--- src/pwd_pkg.sv ---
// Package for the pixel hit word decoder: item types, queue record and word constants.
// No dependencies; used by every module of the decoder.
`timescale 1ns / 1ps
`default_nettype none
package pwd_pkg;

  localparam logic [1:0]  TAG_TYPE     = 2'b01;
  localparam logic [31:0] SYNTH_TAG    = 32'hDEADBEEF;
  localparam logic [3:0]  TOT_NONE     = 4'hF;
  localparam logic [3:0]  TOT_ZERO     = 4'h0;
  localparam logic        KIND_HEADER  = 1'b0;
  localparam logic        KIND_HIT     = 1'b1;

  localparam int PEND_HDR  = 2;
  localparam int PEND_HIT0 = 1;
  localparam int PEND_HIT1 = 0;

  typedef struct packed {
    logic [31:0] word;
    logic        container_start;
    logic        batch_start;
  } in_item_t;

  typedef struct packed {
    logic        kind;
    logic [31:0] event_tag;
    logic [31:0] l1_count;
    logic [22:0] crossing_id;
    logic [6:0]  pixel_row;
    logic [6:0]  pixel_col;
    logic [3:0]  tot_value;
    logic        last;
  } out_item_t;

  typedef struct packed {
    logic [2:0]  pend;
    logic [31:0] hdr_tag;
    logic [31:0] l1;
    logic [22:0] crossing;
    logic [6:0]  row0;
    logic [6:0]  row1;
    logic [6:0]  col;
    logic [3:0]  tot0;
    logic [3:0]  tot1;
  } job_t;

endpackage
`default_nettype wire

--- src/pwd_front.sv ---
// Front end of the decoder: accepts words, keeps tag/L1/crossing/header state, builds jobs.
// Depends on pwd_pkg.
`timescale 1ns / 1ps
`default_nettype none
module pwd_front (
  input  wire logic             clk,
  input  wire logic             rst_n,
  input  wire logic             in_valid,
  output logic                  in_stall,
  input  wire pwd_pkg::in_item_t in_item,
  output logic                  push,
  output pwd_pkg::job_t         push_job,
  input  wire logic             q_full
);

  logic [23:0] tag_r, tag_nxt;
  logic [31:0] l1_r, l1_nxt;
  logic [22:0] cross_r, cross_nxt;
  logic        seen_r, seen_nxt;

  logic        accept;
  logic [31:0] w;
  logic [23:0] tag_eff;
  logic [31:0] l1_eff, l1_new;
  logic [22:0] cross_eff, id;
  logic        seen_eff;
  logic        is_tag, is_err, is_ts, is_hit, keep;
  logic [23:0] diff;
  logic        step;
  logic [3:0]  tot0, tot1;
  logic [5:0]  row;
  logic [6:0]  row1, row0, col;

  assign in_stall = q_full;
  assign accept   = in_valid && !q_full;
  assign w        = in_item.word;

  always_comb begin
    tag_eff   = in_item.batch_start ? 24'd0 : tag_r;
    l1_eff    = in_item.batch_start ? 32'd0 : l1_r;
    cross_eff = in_item.batch_start ? 23'd0 : cross_r;
    seen_eff  = in_item.container_start ? 1'b0 : seen_r;

    is_tag = (w[25:24] == pwd_pkg::TAG_TYPE);
    is_err = !is_tag && (w == pwd_pkg::SYNTH_TAG);
    is_ts  = !is_tag && !is_err && w[23];
    is_hit = !is_tag && !is_err && !w[23];

    id     = w[22:0];
    diff   = {1'b0, id} - {1'b0, cross_eff};
    step   = !diff[23] && (diff[22:0] > 23'd1);
    l1_new = l1_eff + {31'd0, step};

    tot0 = w[7:4];
    tot1 = w[3:0];
    row  = w[16:11];
    keep = !((tot0 == pwd_pkg::TOT_NONE) && (tot1 == pwd_pkg::TOT_NONE)) &&
           !((tot0 == pwd_pkg::TOT_ZERO) && (tot1 == pwd_pkg::TOT_ZERO));
    col  = {1'b0, w[20:17], 2'b00} + {5'd0, row[5], 1'b0} + (w[10] ? 7'd1 : 7'd2);
    if (!row[5]) begin
      row1 = ({2'b00, row[4:0]} + 7'd1) << 1;
    end else begin
      row1 = 7'd64 - {1'b0, row[4:0], 1'b0};
    end
    row0 = row1 - 7'd1;

    push_job.pend[pwd_pkg::PEND_HDR]  = is_ts || (is_hit && keep && !seen_eff);
    push_job.pend[pwd_pkg::PEND_HIT0] = is_hit && keep && (tot0 != pwd_pkg::TOT_NONE);
    push_job.pend[pwd_pkg::PEND_HIT1] = is_hit && keep && (tot1 != pwd_pkg::TOT_NONE);
    push_job.hdr_tag  = is_ts ? {8'd0, tag_eff} : pwd_pkg::SYNTH_TAG;
    push_job.l1       = is_ts ? l1_new : l1_eff;
    push_job.crossing = is_ts ? id : cross_eff;
    push_job.row0     = row0;
    push_job.row1     = row1;
    push_job.col      = col;
    push_job.tot0     = tot0;
    push_job.tot1     = tot1;

    push = accept && (|push_job.pend);

    tag_nxt   = tag_r;
    l1_nxt    = l1_r;
    cross_nxt = cross_r;
    seen_nxt  = seen_r;
    if (accept) begin
      tag_nxt   = is_tag ? w[23:0] : tag_eff;
      l1_nxt    = is_ts ? l1_new : l1_eff;
      cross_nxt = is_ts ? id : cross_eff;
      seen_nxt  = seen_eff || push_job.pend[pwd_pkg::PEND_HDR];
    end
  end

  always_ff @(posedge clk) begin
    if (!rst_n) begin
      tag_r   <= 24'd0;
      l1_r    <= 32'd0;
      cross_r <= 23'd0;
      seen_r  <= 1'b0;
    end else begin
      tag_r   <= tag_nxt;
      l1_r    <= l1_nxt;
      cross_r <= cross_nxt;
      seen_r  <= seen_nxt;
    end
  end

endmodule
`default_nettype wire

--- src/pwd_queue.sv ---
// Job queue between front and back end of the decoder.
// Depends on pwd_pkg.
`timescale 1ns / 1ps
`default_nettype none
module pwd_queue #(
  parameter int DEPTH = 4
) (
  input  wire logic          clk,
  input  wire logic          rst_n,
  input  wire logic          push,
  input  wire pwd_pkg::job_t push_job,
  output logic               full,
  input  wire logic          pop,
  output logic               q_valid,
  output pwd_pkg::job_t      q_job
);

  localparam int PTR_W = (DEPTH > 1) ? $clog2(DEPTH) : 1;
  localparam int CNT_W = $clog2(DEPTH + 1);
  localparam logic [PTR_W-1:0] PTR_LAST = PTR_W'(DEPTH - 1);
  localparam logic [CNT_W-1:0] CNT_FULL = CNT_W'(DEPTH);

  pwd_pkg::job_t    mem_r [DEPTH];
  logic [PTR_W-1:0] wr_ptr_r, wr_ptr_nxt, rd_ptr_r, rd_ptr_nxt;
  logic [CNT_W-1:0] cnt_r, cnt_nxt;
  logic             do_push, do_pop;

  assign full    = (cnt_r == CNT_FULL);
  assign q_valid = (cnt_r != '0);
  assign q_job   = mem_r[rd_ptr_r];
  assign do_push = push && !full;
  assign do_pop  = pop && q_valid;

  always_comb begin
    wr_ptr_nxt = wr_ptr_r;
    rd_ptr_nxt = rd_ptr_r;
    cnt_nxt    = cnt_r;
    if (do_push) begin
      wr_ptr_nxt = (wr_ptr_r == PTR_LAST) ? '0 : wr_ptr_r + 1'b1;
    end
    if (do_pop) begin
      rd_ptr_nxt = (rd_ptr_r == PTR_LAST) ? '0 : rd_ptr_r + 1'b1;
    end
    if (do_push && !do_pop) begin
      cnt_nxt = cnt_r + 1'b1;
    end else if (do_pop && !do_push) begin
      cnt_nxt = cnt_r - 1'b1;
    end
  end

  always_ff @(posedge clk) begin
    if (!rst_n) begin
      wr_ptr_r <= '0;
      rd_ptr_r <= '0;
      cnt_r    <= '0;
    end else begin
      wr_ptr_r <= wr_ptr_nxt;
      rd_ptr_r <= rd_ptr_nxt;
      cnt_r    <= cnt_nxt;
    end
  end

  always_ff @(posedge clk) begin
    if (do_push) begin
      mem_r[wr_ptr_r] <= push_job;
    end
  end

endmodule
`default_nettype wire

--- src/pwd_back.sv ---
// Back end of the decoder: expands one job into header and hit items, output register.
// Depends on pwd_pkg.
`timescale 1ns / 1ps
`default_nettype none
module pwd_back (
  input  wire logic          clk,
  input  wire logic          rst_n,
  input  wire logic          q_valid,
  input  wire pwd_pkg::job_t q_job,
  output logic               pop,
  output logic               out_valid,
  input  wire logic          out_stall,
  output pwd_pkg::out_item_t out_item
);

  pwd_pkg::job_t      job_r, job_nxt;
  logic [2:0]         pend_r, pend_nxt, remain;
  logic               out_valid_r, out_valid_nxt;
  pwd_pkg::out_item_t out_r, out_nxt;
  logic               load_out, have, emit;

  assign out_valid = out_valid_r;
  assign out_item  = out_r;

  always_comb begin
    load_out = !out_valid_r || !out_stall;
    have     = |pend_r;
    emit     = have && load_out;

    out_nxt.l1_count    = job_r.l1;
    out_nxt.crossing_id = job_r.crossing;
    remain              = pend_r;
    if (pend_r[pwd_pkg::PEND_HDR]) begin
      remain[pwd_pkg::PEND_HDR] = 1'b0;
      out_nxt.kind      = pwd_pkg::KIND_HEADER;
      out_nxt.event_tag = job_r.hdr_tag;
      out_nxt.pixel_row = 7'd0;
      out_nxt.pixel_col = 7'd0;
      out_nxt.tot_value = 4'd0;
    end else if (pend_r[pwd_pkg::PEND_HIT0]) begin
      remain[pwd_pkg::PEND_HIT0] = 1'b0;
      out_nxt.kind      = pwd_pkg::KIND_HIT;
      out_nxt.event_tag = 32'd0;
      out_nxt.pixel_row = job_r.row0;
      out_nxt.pixel_col = job_r.col;
      out_nxt.tot_value = job_r.tot0;
    end else begin
      remain[pwd_pkg::PEND_HIT1] = 1'b0;
      out_nxt.kind      = pwd_pkg::KIND_HIT;
      out_nxt.event_tag = 32'd0;
      out_nxt.pixel_row = job_r.row1;
      out_nxt.pixel_col = job_r.col;
      out_nxt.tot_value = job_r.tot1;
    end
    out_nxt.last = (remain == 3'd0);

    pop = q_valid && (!have || (emit && (remain == 3'd0)));

    job_nxt  = pop ? q_job : job_r;
    pend_nxt = pop ? q_job.pend : (emit ? remain : pend_r);
    out_valid_nxt = load_out ? emit : out_valid_r;
  end

  always_ff @(posedge clk) begin
    if (!rst_n) begin
      pend_r      <= 3'd0;
      out_valid_r <= 1'b0;
    end else begin
      pend_r      <= pend_nxt;
      out_valid_r <= out_valid_nxt;
    end
  end

  always_ff @(posedge clk) begin
    job_r <= job_nxt;
    if (emit) begin
      out_r <= out_nxt;
    end
  end

endmodule
`default_nettype wire

--- src/pixel_hit_word_decoder_core.sv ---
// Top level of the pixel hit word decoder: front end, job queue and back end.
// Depends on pwd_pkg, pwd_front, pwd_queue and pwd_back.
//
//   port group  direction  payload      handshake
//   in_*        in         in_item_t    in_valid / in_stall
//   out_*       out        out_item_t   out_valid / out_stall
//
// One word is taken per cycle while the job queue has room; words that give no item
// (tag, error, filtered hits) never reach the queue.
// The back end sends one item per cycle while out_stall is low, and the front end keeps taking
// words into the queue while earlier ones are still being expanded. A taken word goes through
// the queue memory, then the back end's job register, then the output register.
// Reset is synchronous and empties the queue and clears tag, L1 counter, crossing id and flags.
// in_stall rises only when the queue is full; out_stall holds the output register.
`timescale 1ns / 1ps
`default_nettype none
module pixel_hit_word_decoder_core #(
  parameter int QUEUE_DEPTH = 4
) (
  input  wire logic               clk,
  input  wire logic               rst_n,
  input  wire logic               in_valid,
  output logic                    in_stall,
  input  wire pwd_pkg::in_item_t  in_item,
  output logic                    out_valid,
  input  wire logic               out_stall,
  output pwd_pkg::out_item_t      out_item
);

  logic          push, q_full, pop, q_valid;
  pwd_pkg::job_t push_job, q_job;

  pwd_front u_front (
    .clk      (clk),
    .rst_n    (rst_n),
    .in_valid (in_valid),
    .in_stall (in_stall),
    .in_item  (in_item),
    .push     (push),
    .push_job (push_job),
    .q_full   (q_full)
  );

  pwd_queue #(
    .DEPTH (QUEUE_DEPTH)
  ) u_queue (
    .clk      (clk),
    .rst_n    (rst_n),
    .push     (push),
    .push_job (push_job),
    .full     (q_full),
    .pop      (pop),
    .q_valid  (q_valid),
    .q_job    (q_job)
  );

  pwd_back u_back (
    .clk       (clk),
    .rst_n     (rst_n),
    .q_valid   (q_valid),
    .q_job     (q_job),
    .pop       (pop),
    .out_valid (out_valid),
    .out_stall (out_stall),
    .out_item  (out_item)
  );

endmodule
`default_nettype wire
--- config.mk ---
export PLATFORM = sky130hd
export DESIGN_NAME = pixel_hit_word_decoder_core
export DESIGN_NICKNAME = d
export VERILOG_FILES = /design/src/pwd_pkg.sv /design/src/pwd_front.sv /design/src/pwd_queue.sv /design/src/pwd_back.sv /design/src/pixel_hit_word_decoder_core.sv
export SDC_FILE = /design/constraint.sdc
export NUM_CORES = 1
export LEC_CHECK = 0
export BUFFER_PORTS_ARGS = -buffer_cell sky130_fd_sc_hd__buf_2
export CORE_ASPECT_RATIO = 0.5
export CORE_MARGIN = 1
export CORE_UTILIZATION = 60
export DETAILED_ROUTE_END_ITERATION = 16
export HOLD_SLACK_MARGIN = 0.15
export PLACE_DENSITY = 0.78
export SLEW_MARGIN = 0
export SYNTH_ARGS = -nofsm -noshare
export SYNTH_HDL_FRONTEND = slang
export SYNTH_HIERARCHICAL = 1
export SYNTH_SLANG_ARGS = --single-unit
--- constraint.sdc ---
create_clock -name clk -period 18.7 [get_ports clk]
set_clock_uncertainty 0.2 [all_clocks]
set_input_delay 1.87 -clock clk [delete_from_list [all_inputs] [get_ports clk]]
set_output_delay 1.87 -clock clk [all_outputs]
set_load 0.1 [all_outputs]
# Word level (Yosys, flattened, before mapping)
# Memory sizes are Yosys's and may differ from the RTL's. A register that Yosys moved wholly into a read port is not among the register bits.
# Cells that the tools add are included.
[totals] register_bits=314 ramBits=476 input_bits=38 output_inout_bits=109 word_cells=117 n_memories=1
[op_classes] n_addsub=11 magnitude_cmp=1 eq_ne=9 muxes=24 reduce_logical=46
[mem_list] memory="u_queue.mem_r" depth=4 width=119 rd=1 rd_ports_with_merged_regs=1 write_ports=1 line_no="pwd_queue.sv:23" source="pwd_pkg::job_t mem_r [DEPTH];"
[ops] op="2-to-1 mux 32 bit" count=3
[ops] op="2-to-1 mux 24 bit" count=2
[ops] op="2-to-1 mux 23 bit" count=2
[ops] op="2-to-1 mux 33 bit" count=1
[ops] op="adder 32 x 1 -> 32 bit" count=1
[ops] op="== test 32 bit (second input constant)" count=1
[ops] op="subtractor 23 x 23 -> 24 bit" count=1
[ops] op="greater-than comparator 23 x 1 -> 1 bit (second input constant)" count=1
[ops] op="logical AND 1 bit" count=21
[ops] op="2-to-1 mux 18 bit" count=1
[ops] op="logical NOT 1 bit" count=13
[ops] op="2-to-1 mux 2 bit" count=6
[ops] op="2-to-1 mux 3 bit" count=4
[ops] op="== test 4 bit (second input constant)" count=2
[ops] op="logical NOT 4 bit" count=2
[ops] op="inequality test 4 bit (second input constant)" count=2
[ops] op="adder 6 x 2 -> 7 bit" count=1
[ops] op="adder 7 bit" count=1
[ops] op="2-to-1 mux 7 bit" count=1
[ops] op="subtractor 7 x 1 -> 7 bit (second input constant)" count=1
[ops] op="subtractor 7 x 6 -> 7 bit (first input constant)" count=1
[ops] op="adder 5 x 1 -> 6 bit (second input constant)" count=1
[ops] op="OR reduction 3 bit" count=2
[ops] op="adder 2 x 1 -> 2 bit (second input constant)" count=2
[ops] op="10 further kinds" count=18

# Longest topological paths before layout
# Gate-level depths: netlist (run 1).
[logic_depth] depth_word=16 ltp_mapped=24 depth_no_buf=22

# Modules after synthesis
# The synthesis (run 1) kept the hierarchy.
[modules_own_cells] mod="pwd_queue" instances=1 cells_each=672 area_per_inst_um2=17748.3 seq_area_each_um2=14473.9
[modules_own_cells] mod="pwd_back" instances=1 cells_each=323 area_per_inst_um2=7394.6 seq_area_each_um2=6776.5
[modules_own_cells] mod="pwd_front" instances=1 cells_each=957 area_per_inst_um2=6784.0 seq_area_each_um2=1601.5

# Worst setup path after synthesis (run 1)
# No wires, ideal clock.
[synth_path] path_kind="in2reg" startpoint="in out_stall" endpoint="reg u_back.out_r (netlist bit u_back/out_item[0]) (enable)" setup_time_ns=0.573 arrival_time_ns=6.512 t_required_ns=17.927 setup_slack_ns=11.415 cell_stages=2 path_cell_list="and2_1 nor2_1"
[synth_via] elab_chain_cells=3
[synth_rtl] element="start: declaration" line_no="pixel_hit_word_decoder_core.sv:26" source="input wire logic out_stall,"
[synth_rtl] element="logical NOT 1 bit" line_no="pwd_back.sv:26" source="load_out = !out_valid_r || !out_stall;"
[synth_rtl] element="logical OR 1 bit" line_no="pwd_back.sv:26"
[synth_rtl] element="logical AND 1 bit" line_no="pwd_back.sv:28" source="emit = have && load_out;"
[synth_rtl] element="net u_back.emit" line_no="pwd_back.sv:20" source="logic load_out, have, emit;"
[synth_rtl] element="end signal: assignment" line_no="pwd_back.sv:77" source="out_r <= out_nxt;"
[synth_rtl] element="end: declaration" line_no="pwd_back.sv:19" source="pwd_pkg::out_item_t out_r, out_nxt;"
# The timed path passes the listed nets, and every way through them passes these cells.
# A chain may end at the register's enable or synchronous reset.

==> results by group, run 1 <==
Status
  – Status: complete, but fails checks
  – Violated checks: design-rule violations

Timing
  – Worst-Margin Slew: 1167 ps
  – Final Slew Violations: 0
  – RSZ-0062 raised after global routing: no
  – Final setup fails: 0
  – Max Fclk: 139.6 MHz
  – Minimum clock period: 7164 ps
  – Max-slew headroom: 0.2222
  – Setup tns final: 0 ps
  – Final period utilization: 0.3831
  – Hold_ws: 212.9 ps
  – Fin. Hold Viols: 0

Yosys
  – Yosys warning count: 6
  – Synth Instances: 1952
  – Mux share of post-synthesis cell area: 0.08998
  – Register area share after synthesis: 0.7158
  – Async set-reset flop share out of synthesis: 0
  – Mapped cell area: 31930 sq um
  – Post-synthesis simple-gate area fraction: 0.09206
  – Main combinational cell family by area after synthesis: simple AND/OR/NAND/NOR gates
  – Commonest cells in the synthesized netlist: 699 x edfxtp_1, 132 x nor2_1, 119 x mux4_2, 113 x nand2_1, 93 x dfxtp_1
  – Area leader, netlist: edfxtp_1
  – Mean post-synth cell area: 16.36 sq um
  – Share of the synthesized area in the top cell type: 0.6574
  – Seq cells post-synth: 792
  – Top cells by area, synth: edfxtp_1 66%, mux4_2 8.4%, dfxtp_1 5.8%
  – Xor-xnor portion of the synthesized cell area: 0.01399
  – Compound-gate portion of the synthesized area: 0.04358
  – Top FF cell, synth: edfxtp_1
  – Post-Synth Adder-Cell Area: 0.01615
  – Most numerous cell in the Yosys netlist: edfxtp_1
  – Netlist cell types: 77
  – Post-synth EDFFs: 699

Worst setup path
  – Worst setup EP type: flip-flop
  – CP required: 18850 ps
  – WP data arrival: 7310 ps
  – Crit path kind: input pin to flip-flop
  – Worst Setup Start Kind: input pin
  – CP Max Fanout: 50

GRT
  – Global route overflow: 0
  – Initial antenna violation count: 1
  – GRT Util Overall: 0.2422
  – Vias in the first global route: 16.87k
  – First-pass GRT wire length: 97.77 mm
  – Largest net degree at the start of global routing: 97

Floorplan
  – Starting Density: 0.6109
  – Core area: 52270 sq um
  – Num rows: 59
  – Height of the chip: 165.1 um
  – Die W: 328.2 um
  – IO Count: 147
  – Die area: 54190 sq um

CTS
  – H-tree depth: 3
  – CTS root buffer: clkbuf_16
  – Setup Buffers After CTS: 0
  – Clk slew on worst S/H paths: 70 ps
  – CTS Buffer Depth: 3
  – Hold Buf Count CTS: 0
  – Resized cells post-CTS: 0
  – CTS buffer count: 67
  – Sink Count: 792
  – Clock Latency Late Sink: 630 ps
  – CTS tree: yes

Cells and area
  – Fill count: 3418
  – # nets final: 2157
  – Synthesis-to-layout area growth: 10.52%
  – ANT cells: 0
  – Ratio of cells with drive above 1 in the final layout: 0.1969
  – Utilization after layout: 0.6751
  – Post-Layout Cell Count: 2834

Power and ir drop
  – Clock Power Share: 0.244
  – Pwr Density: 166.9 nW/um^2
  – Logic pwr share: 0.312
  – Worst VDD drop: 0.0001147 V
  – Int Pwr: 0.003660 W
  – Total Power: 0.005888 W
  – Pleak: 11.67 nW
  – NetSw: 0.002228 W
  – Share of power burned in registers: 0.444
  – Sw Ratio: 0.3784

Routing
  – DR pass1 iterations: 11
  – Routed via count: 16.98k
  – DR iter-0 viols: 1643
  – Routed Antenna Nets: 0
  – Routed WL: 64.81 mm
  – Routed len/inst: 22.87 um
  – Vias per std cell: 5.993
  – DRC: 8

Placement
  – PortBufs: 146
  – HPWL Detailed: 38.09 mm
  – GPL Wtd Cong: 0.8636
  – Placed cell count: 2711

Hold path
  – Worst min path class: flip-flop to flip-flop

Flow run
  – Max cap viols: 0
-- registers in the layout (all words and copies together), names as in the netlist, named ones only --
name	cells
u_queue/mem_r	476
u_back/job_r	116
u_back/out_item	107
u_front/l1_r	32
u_front/tag_r	24
u_front/cross_r	23
u_back/pend_r	3
u_queue/cnt_r	3
u_queue/rd_ptr_r	2
u_queue/wr_ptr_r	2
u_back/out_valid	1
u_front/seen_r	1
-- cells by family (layout without fill, tap and decap cells) --
| logic type | Yosys count | after routing |
|---|---|---|
| compound gates | 218 | 218 |
| buf+inv | 157 | 336 |
| other cells | 2 | 4 |
| flops | 792 | 792 |
| xor+xnor | 51 | 51 |
| simple gates | 554 | 554 |
| fa+ha+maj | 40 | 40 |
| mux | 138 | 138 |
-- power groups by stage --
stage | Combinational, W | Clock, W | Sequential (W)
floorplan | 0.000714 | 0 | 0.00348
CTS | 0.00185 | 0.00146 | 0.00262
finish | 0.00184 | 0.00144 | 0.00262
detailed placement | 0.00184 | 0 | 0.00265
global route | 0.00193 | 0.00152 | 0.00265
global placement | 0.00182 | 0 | 0.00264
-- metal layers --
layer	up-vias	part of all wire	global-route usage	wire [um]
li1	7673	-	-	-
met5	-	0.00026	0	17
met1	8594	0.41	0.3292	26890
met3	104	0.070	0.04861	4555
met2	610	0.49	0.4002	31890
met4	2	0.022	0.07611	1455
-- stage by stage --
stage / setup WS, ps / cell area (sq um)
after floorplan: 11420 / 31930
after global placement: 11170 / 33020
after detailed placement: 10950 / 33020
after CTS: 11600 / 35290
after global routing: 11090 / 35290
final: 11540 / 35290
-- cells in the final DEF, fill, tap and decap left out, types with 4 or more instances in the layout --
master | Yosys | layout
nand3b_1 | 5 | 5
clkinv_2 | 0 | 13
bufinv_16 | 0 | 7
mux2i_1 | 17 | 17
buf_4 | 22 | 22
a21oi_1 | 24 | 24
nand2b_1 | 43 | 42
nor3b_1 | 34 | 34
and3_1 | 14 | 13
a21o_1 | 5 | 5
buf_2 | 18 | 146
nor4_1 | 14 | 14
dfxtp_1 | 93 | 90
ha_1 | 38 | 38
o21a_1 | 5 | 5
clkbuf_1 | 51 | 17
and2_4 | 0 | 4
nor3_1 | 17 | 17
nor2b_1 | 61 | 60
xor2_1 | 20 | 20
clkbuf_8 | 0 | 5
and2_1 | 45 | 41
nand4b_1 | 4 | 4
a31oi_1 | 8 | 8
clkbuf_16 | 0 | 68
edfxtp_1 | 699 | 699
a21boi_1 | 4 | 4
conb_1 | 2 | 4
o21ai_0 | 86 | 86
a22oi_1 | 32 | 32
or3_1 | 12 | 12
a21boi_0 | 17 | 17
nand4_1 | 14 | 14
nor2_1 | 132 | 131
mux4_2 | 119 | 119
xnor2_1 | 31 | 31
a211oi_1 | 5 | 5
nand2_1 | 113 | 113
nand3_1 | 26 | 26
inv_1 | 44 | 44
-- cell type report --
cell class                 count  area, sq um  share of cell area
inverter                      45        168.9            0.004787
timing repair buffer         168        895.9             0.02539
sequential                   792        22860              0.6479
multi-input combinational   1005         8213              0.2328
tap                          701        877.1             0.02486
clock inverter                33        435.4             0.01234
clock buffer                  90         1834             0.05198
-- path summary, 6_finish.rpt --
check,from,end,slack (ps),cells after the start
worst min-delay path,u_back/job_r[77]$_DFFE_PP_,u_back/out_item[67]$_DFFE_PP_,210,0
worst min register to register,u_back/job_r[77]$_DFFE_PP_,u_back/out_item[67]$_DFFE_PP_,210,0
worst max-delay path,in_item[0],u_queue/mem_r[0][81]$_DFFE_PP_,11540,21
worst max register to register,u_front/cross_r[1]$_SDFFE_PN0P_,u_queue/mem_r[0][81]$_DFFE_PP_,13030,20
-- critical path: stages --
cell and delay (ps):
buf_2 640, nor2b_1 220, inv_1 110, ha_1 220, nor2b_1 140, o2111ai_1 300, a21oi_1 150, nor2_1 280
o41ai_1 180, o41ai_1 490, xnor2_1 200, a211oi_1 90, and4_1 210, nor3_1 280, ha_1 240, nand2_1 80
nor4_1 480, nor4b_4 380, and4_4 300, nor2b_1 250, xnor2_1 150
No activity file was read; power rests on OpenSTA's default activity.
==> run 2: changes to the inputs <==
--- a/config.mk
+++ b/config.mk
@@ -5,13 +5,14 @@
 export SDC_FILE = /design/constraint.sdc
 export NUM_CORES = 1
 export LEC_CHECK = 0
+export ABC_AREA = 1
 export BUFFER_PORTS_ARGS = -buffer_cell sky130_fd_sc_hd__buf_2
 export CORE_ASPECT_RATIO = 0.5
 export CORE_MARGIN = 1
-export CORE_UTILIZATION = 60
+export CORE_UTILIZATION = 56
 export DETAILED_ROUTE_END_ITERATION = 16
 export HOLD_SLACK_MARGIN = 0.15
-export PLACE_DENSITY = 0.78
+export PLACE_DENSITY = 0.76
 export SLEW_MARGIN = 0
 export SYNTH_ARGS = -nofsm -noshare
 export SYNTH_HDL_FRONTEND = slang
==> constraint.sdc (replaced) <==
create_clock -name clk -period 6.1 [get_ports clk]
set_clock_uncertainty 0.2 [all_clocks]
set_input_delay 0.61 -clock clk [delete_from_list [all_inputs] [get_ports clk]]
set_output_delay 0.61 -clock clk [all_outputs]
set_load 0.1 [all_outputs]
==> run 2 against run 1 <==
The run now ends clean; clock power grew to 3.0 times the previous value; power increased to 3.1 times the previous value; flip-flop and latch count is the same; routed wire length up 12%; sequential power increased to 3.1 times the previous value; clock-buffer cell count is 4 higher; synthesized cell count up 51%; synthesized area grew 3.9%; cell area up 3.7%; utilization shrank 4.4 points; critical endpoint is now u_front/l1_r[12]$_SDFFE_PN0P_; largest cell class unchanged.
==> results by group, run 2 <==
Status
  – Status: finished, final reports clean (was complete, but fails checks)

Cells and area
  – Ratio of cells with drive above 1 in the final layout: 0.1073 (was 0.1969)
  – ANT cells: 0 (unchanged)
  – Max reg flops: 476 (unchanged)
  – Multi-input gate area: 8294 sq um (was 8213 sq um)
  – Utilization after layout: 0.6312 (was 0.6751)
  – Fill count: 4276 (was 3418)
  – Post-route cell area: 36580 sq um (was 35290 sq um)
  – Post-Layout Cell Count: 3853 (was 2834)
  – Most common cell after layout, fill and taps aside: edfxtp_1 (unchanged)
  – Top reg by flops: u_queue/mem_r (unchanged)
  – # nets final: 3109 (was 2157)
  – Commonest non-fill, non-tap cells in the layout: 699 x edfxtp_1, 460 x nor2_1, 436 x nand2_1 (was 699 x edfxtp_1, 146 x buf_2, 131 x nor2_1)
  – Synthesis-to-layout area growth: 10.30% (was 10.52%)
  – Register area: 22860 sq um (unchanged)

Worst setup path
  – Slowest cell delay on critical path: 530 ps (was 640 ps)
  – Reg2reg start: u_front/cross_r[0]$_SDFFE_PN0P_ (was u_front/cross_r[1]$_SDFFE_PN0P_)
  – Worst path most repeated cell: nand2_1 (was nor2b_1)
  – Critical Path Slowest Stage Cell: dlygate4sd3_1 (was buf_2)
  – Worst setup EP type: flip-flop (unchanged)
  – Crit path kind: input pin to flip-flop (unchanged)
  – WP data arrival: 5220 ps (was 7310 ps)
  – CP Max Fanout: 6 (was 50)
  – Worst Setup Start Kind: input pin (unchanged)
  – R2r worst-path depth: 27 (was 20)
  – Worst flop-to-flop path endpoint: u_front/l1_r[12]$_SDFFE_PN0P_ (was u_queue/mem_r[0][81]$_DFFE_PP_)
  – CP required: 6390 ps (was 18850 ps)
  – FF-to-FF setup slack: 1670 ps (was 13030 ps)

Placement
  – Area post-placement: 34270 sq um (was 33020 sq um)
  – PortBufs: 146 (unchanged)
  – HPWL Detailed: 43.33 mm (was 38.09 mm)
  – GPL Wtd Cong: 0.9346 (was 0.8636)
  – Placed cell count: 3721 (was 2711)

Yosys
  – Async set-reset flop share out of synthesis: 0 (unchanged)
  – Top FF cell, synth: edfxtp_1 (unchanged)
  – Mux share of post-synthesis cell area: 0 (was 0.08998)
  – Seq cells post-synth: 792 (unchanged)
  – Post-synthesis simple-gate area fraction: 0.1247 (was 0.09206)
  – Post-Synth Adder-Cell Area: 0.01555 (was 0.01615)
  – Top cells by area, synth: edfxtp_1 63%, dfxtp_1 5.6%, nor2_1 5.3% (was edfxtp_1 66%, mux4_2 8.4%, dfxtp_1 5.8%)
  – Main combinational cell family by area after synthesis: simple AND/OR/NAND/NOR gates (unchanged)
  – Commonest cells in the synthesized netlist: 699 x edfxtp_1, 466 x nor2_1, 436 x nand2_1, 288 x inv_1, 222 x o21ai_0 (was 699 x edfxtp_1, 132 x nor2_1, 119 x mux4_2, 113 x nand2_1, 93 x dfxtp_1)
  – Compound-gate portion of the synthesized area: 0.09905 (was 0.04358)
  – Mean post-synth cell area: 11.28 sq um (was 16.36 sq um)
  – Most numerous cell in the Yosys netlist: edfxtp_1 (unchanged)
  – Register area share after synthesis: 0.6891 (was 0.7158)
  – Netlist cell types: 42 (was 77)
  – Share of the synthesized area in the top cell type: 0.6330 (was 0.6574)
  – Yosys warning count: 6 (unchanged)
  – Area leader, netlist: edfxtp_1 (unchanged)
  – Post-synth EDFFs: 699 (unchanged)
  – Xor-xnor portion of the synthesized cell area: 0.008980 (was 0.01399)
  – Mapped cell area: 33160 sq um (was 31930 sq um)
  – Synth Instances: 2939 (was 1952)

Power and ir drop
  – Share of power burned in registers: 0.434 (was 0.444)
  – Pleak: 14.20 nW (was 11.67 nW)
  – NetSw: 0.007469 W (was 0.002228 W)
  – Worst VDD drop: 0.0003901 V (was 0.0001147 V)
  – Int Pwr: 0.01107 W (was 0.003660 W)
  – Clock Power Share: 0.235 (was 0.244)
  – Logic pwr share: 0.331 (was 0.312)
  – Pwr Density: 506.8 nW/um^2 (was 166.9 nW/um^2)
  – Sw Ratio: 0.4029 (was 0.3784)

GRT
  – Initial antenna violation count: 0 (was 1)
  – GRT Util Overall: 0.2408 (was 0.2422)
  – Global route overflow: 0 (unchanged)
  – First-pass GRT wire length: 113.4 mm (was 97.77 mm)
  – Vias in the first global route: 20.86k (was 16.87k)
  – Largest net degree at the start of global routing: 187 (was 97)

CTS
  – CTS Buffer Depth: 3 (unchanged)
  – Setup Buffers After CTS: 0 (unchanged)
  – CTS buffer count: 69 (was 67)
  – Resized cells post-CTS: 0 (unchanged)
  – H-tree depth: 3 (unchanged)
  – Clock Latency Late Sink: 610 ps (was 630 ps)
  – Hold Buf Count CTS: 7 (was 0)
  – Sink Count: 792 (unchanged)
  – Clk slew on worst S/H paths: 70 ps (about the same)
  – CTS tree: yes (unchanged)
  – CTS root buffer: clkbuf_16 (unchanged)

Routing
  – DRC: 0 (was 8)
  – Routed Antenna Nets: 0 (unchanged)
  – Met3 WL: 5.111 mm (was 4.555 mm)
  – Routed len/inst: 18.88 um (was 22.87 um)
  – WL met1: 31.06 mm (was 26.89 mm)
  – Vias per std cell: 5.624 (was 5.993)
  – Routed via count: 21.67k (was 16.98k)
  – Top sig layer: met4 (was met5)
  – DR pass1 iterations: 5 (was 11)
  – Metal2 WL: 35.21 mm (was 31.89 mm)
  – DR iter-0 viols: 2102 (was 1643)
  – Routed WL: 72.73 mm (was 64.81 mm)

Hold path
  – Hold path startpoint: in_item[8] (was u_back/job_r[77]$_DFFE_PP_)
  – Worst min path class: input pin to flip-flop (was flip-flop to flip-flop)
  – Hold depth: 1 (was 0)
  – Worst hold endpoint: u_queue/mem_r[3][6]$_DFFE_PP_ (was u_back/out_item[67]$_DFFE_PP_)

Floorplan
  – IO Count: 147 (unchanged)
  – Core area: 57950 sq um (was 52270 sq um)
  – Num rows: 62 (was 59)
  – Die W: 346.1 um (was 328.2 um)
  – Starting Density: 0.5722 (was 0.6109)
  – Height of the chip: 174.1 um (was 165.1 um)
  – Die area: 60250 sq um (was 54190 sq um)

Timing
  – Final Slew Violations: 0 (unchanged)
  – Max-slew headroom: 0.3092 (was 0.2222)
  – Fin. Hold Viols: 0 (unchanged)
  – Final setup fails: 0 (unchanged)
  – RSZ-0062 raised after global routing: no (unchanged)
  – Worst-Margin Slew: 1034 ps (was 1167 ps)
  – Max Fclk: 203.0 MHz
  – Minimum clock period: 4926 ps
  – Final period utilization: 0.8075

Flow run
  – Max cap viols: 0 (unchanged)
run 2: cell types whose count changed after synthesis, sizes merged, moves of 34 or more:
| cell | before | now |
|---|---|---|
| nor2 | 132 | 474 |
| nand2 | 114 | 439 |
| o21ai | 88 | 373 |
| inv | 45 | 293 |
| mux4 | 119 | 0 |
| o22ai | 1 | 119 |
| nor2b | 61 | 0 |
| and2 | 46 | 2 |
| nand2b | 43 | 0 |
| nor3b | 34 | 0 |
run 2: power groups by stage:
| stage | sequential, W | clock, W | combinational [W] |
|---|---|---|---|
| 2_1_floorplan | 0.0108 | 0 | 0.00231 |
| 3_3_place_gp | 0.00812 | 0 | 0.00602 |
| 3_5_place_dp | 0.00816 | 0 | 0.00614 |
| 4_1_cts | 0.00806 | 0.00441 | 0.00617 |
| 5_1_grt | 0.00816 | 0.00461 | 0.00652 |
| 6_report | 0.00804 | 0.00436 | 0.00613 |
run 2: cell families after synthesis:
group           after synthesis
xor+xnor                     34
simple gates               1033
other cells                   2
compound gates              586
fa+ha+maj                    40
buf+inv                     452
flops                       792
run 2: how the worst max path moves through the flow:
stage	startpoint	endpoint	slack, ps
2_1_floorplan	in_valid	u_queue/mem_r[0][0]$_DFFE_PP_	-1330
3_3_place_gp	in_item[0]	u_front/l1_r[24]$_SDFFE_PN0P_	870
3_5_place_dp	in_item[0]	u_front/l1_r[24]$_SDFFE_PN0P_	840
4_1_cts	in_item[2]	u_front/l1_r[24]$_SDFFE_PN0P_	1260
5_1_grt	in_item[2]	u_front/l1_r[16]$_SDFFE_PN0P_	680
6_report	in_item[2]	u_front/l1_r[12]$_SDFFE_PN0P_	1170
run 2: area by class of cell:
| cell class | instances | share of cell area |
|---|---|---|
| repair buffers | 178 | 0.03045 |
| well taps | 768 | 0.02627 |
| inverters | 293 | 0.03045 |
| clock buffers | 94 | 0.05166 |
| multi-input cells | 1697 | 0.2268 |
| flip-flops and latches | 792 | 0.6250 |
| clock inverters | 31 | 0.009373 |
run 2: per-stage QoR:
| stage | power (W) | hold slack [ps] | setup TNS (ps) | worst slack [ps] |
|---|---|---|---|---|
| global placement | 0.01413 | 201.7 | 0 | 867.3 |
| CTS | 0.01864 | 150.3 | 0 | 1261 |
| finish | 0.01854 | 181.1 | 0 | 1174 |
| floorplan | 0.01312 | 200.3 | -632660 | -1329 |
| detailed placement | 0.01430 | 204.5 | 0 | 836.1 |
| global route | 0.01929 | 162.6 | 0 | 682.3 |
run 2: critical path: cells and delay by family:
family	cells	cell delay (ps)
fa+ha+maj	4	1110
compound gates	2	400
buf+inv	6	1090
simple gates	15	1850
xor+xnor	1	150
run 2: routing by layer:
layer	up-vias	track usage
li1	10327	-
met1	10447	0.3339
met2	794	0.4022
met3	101	0.03467
met4	0	0.06352
met5	-	0
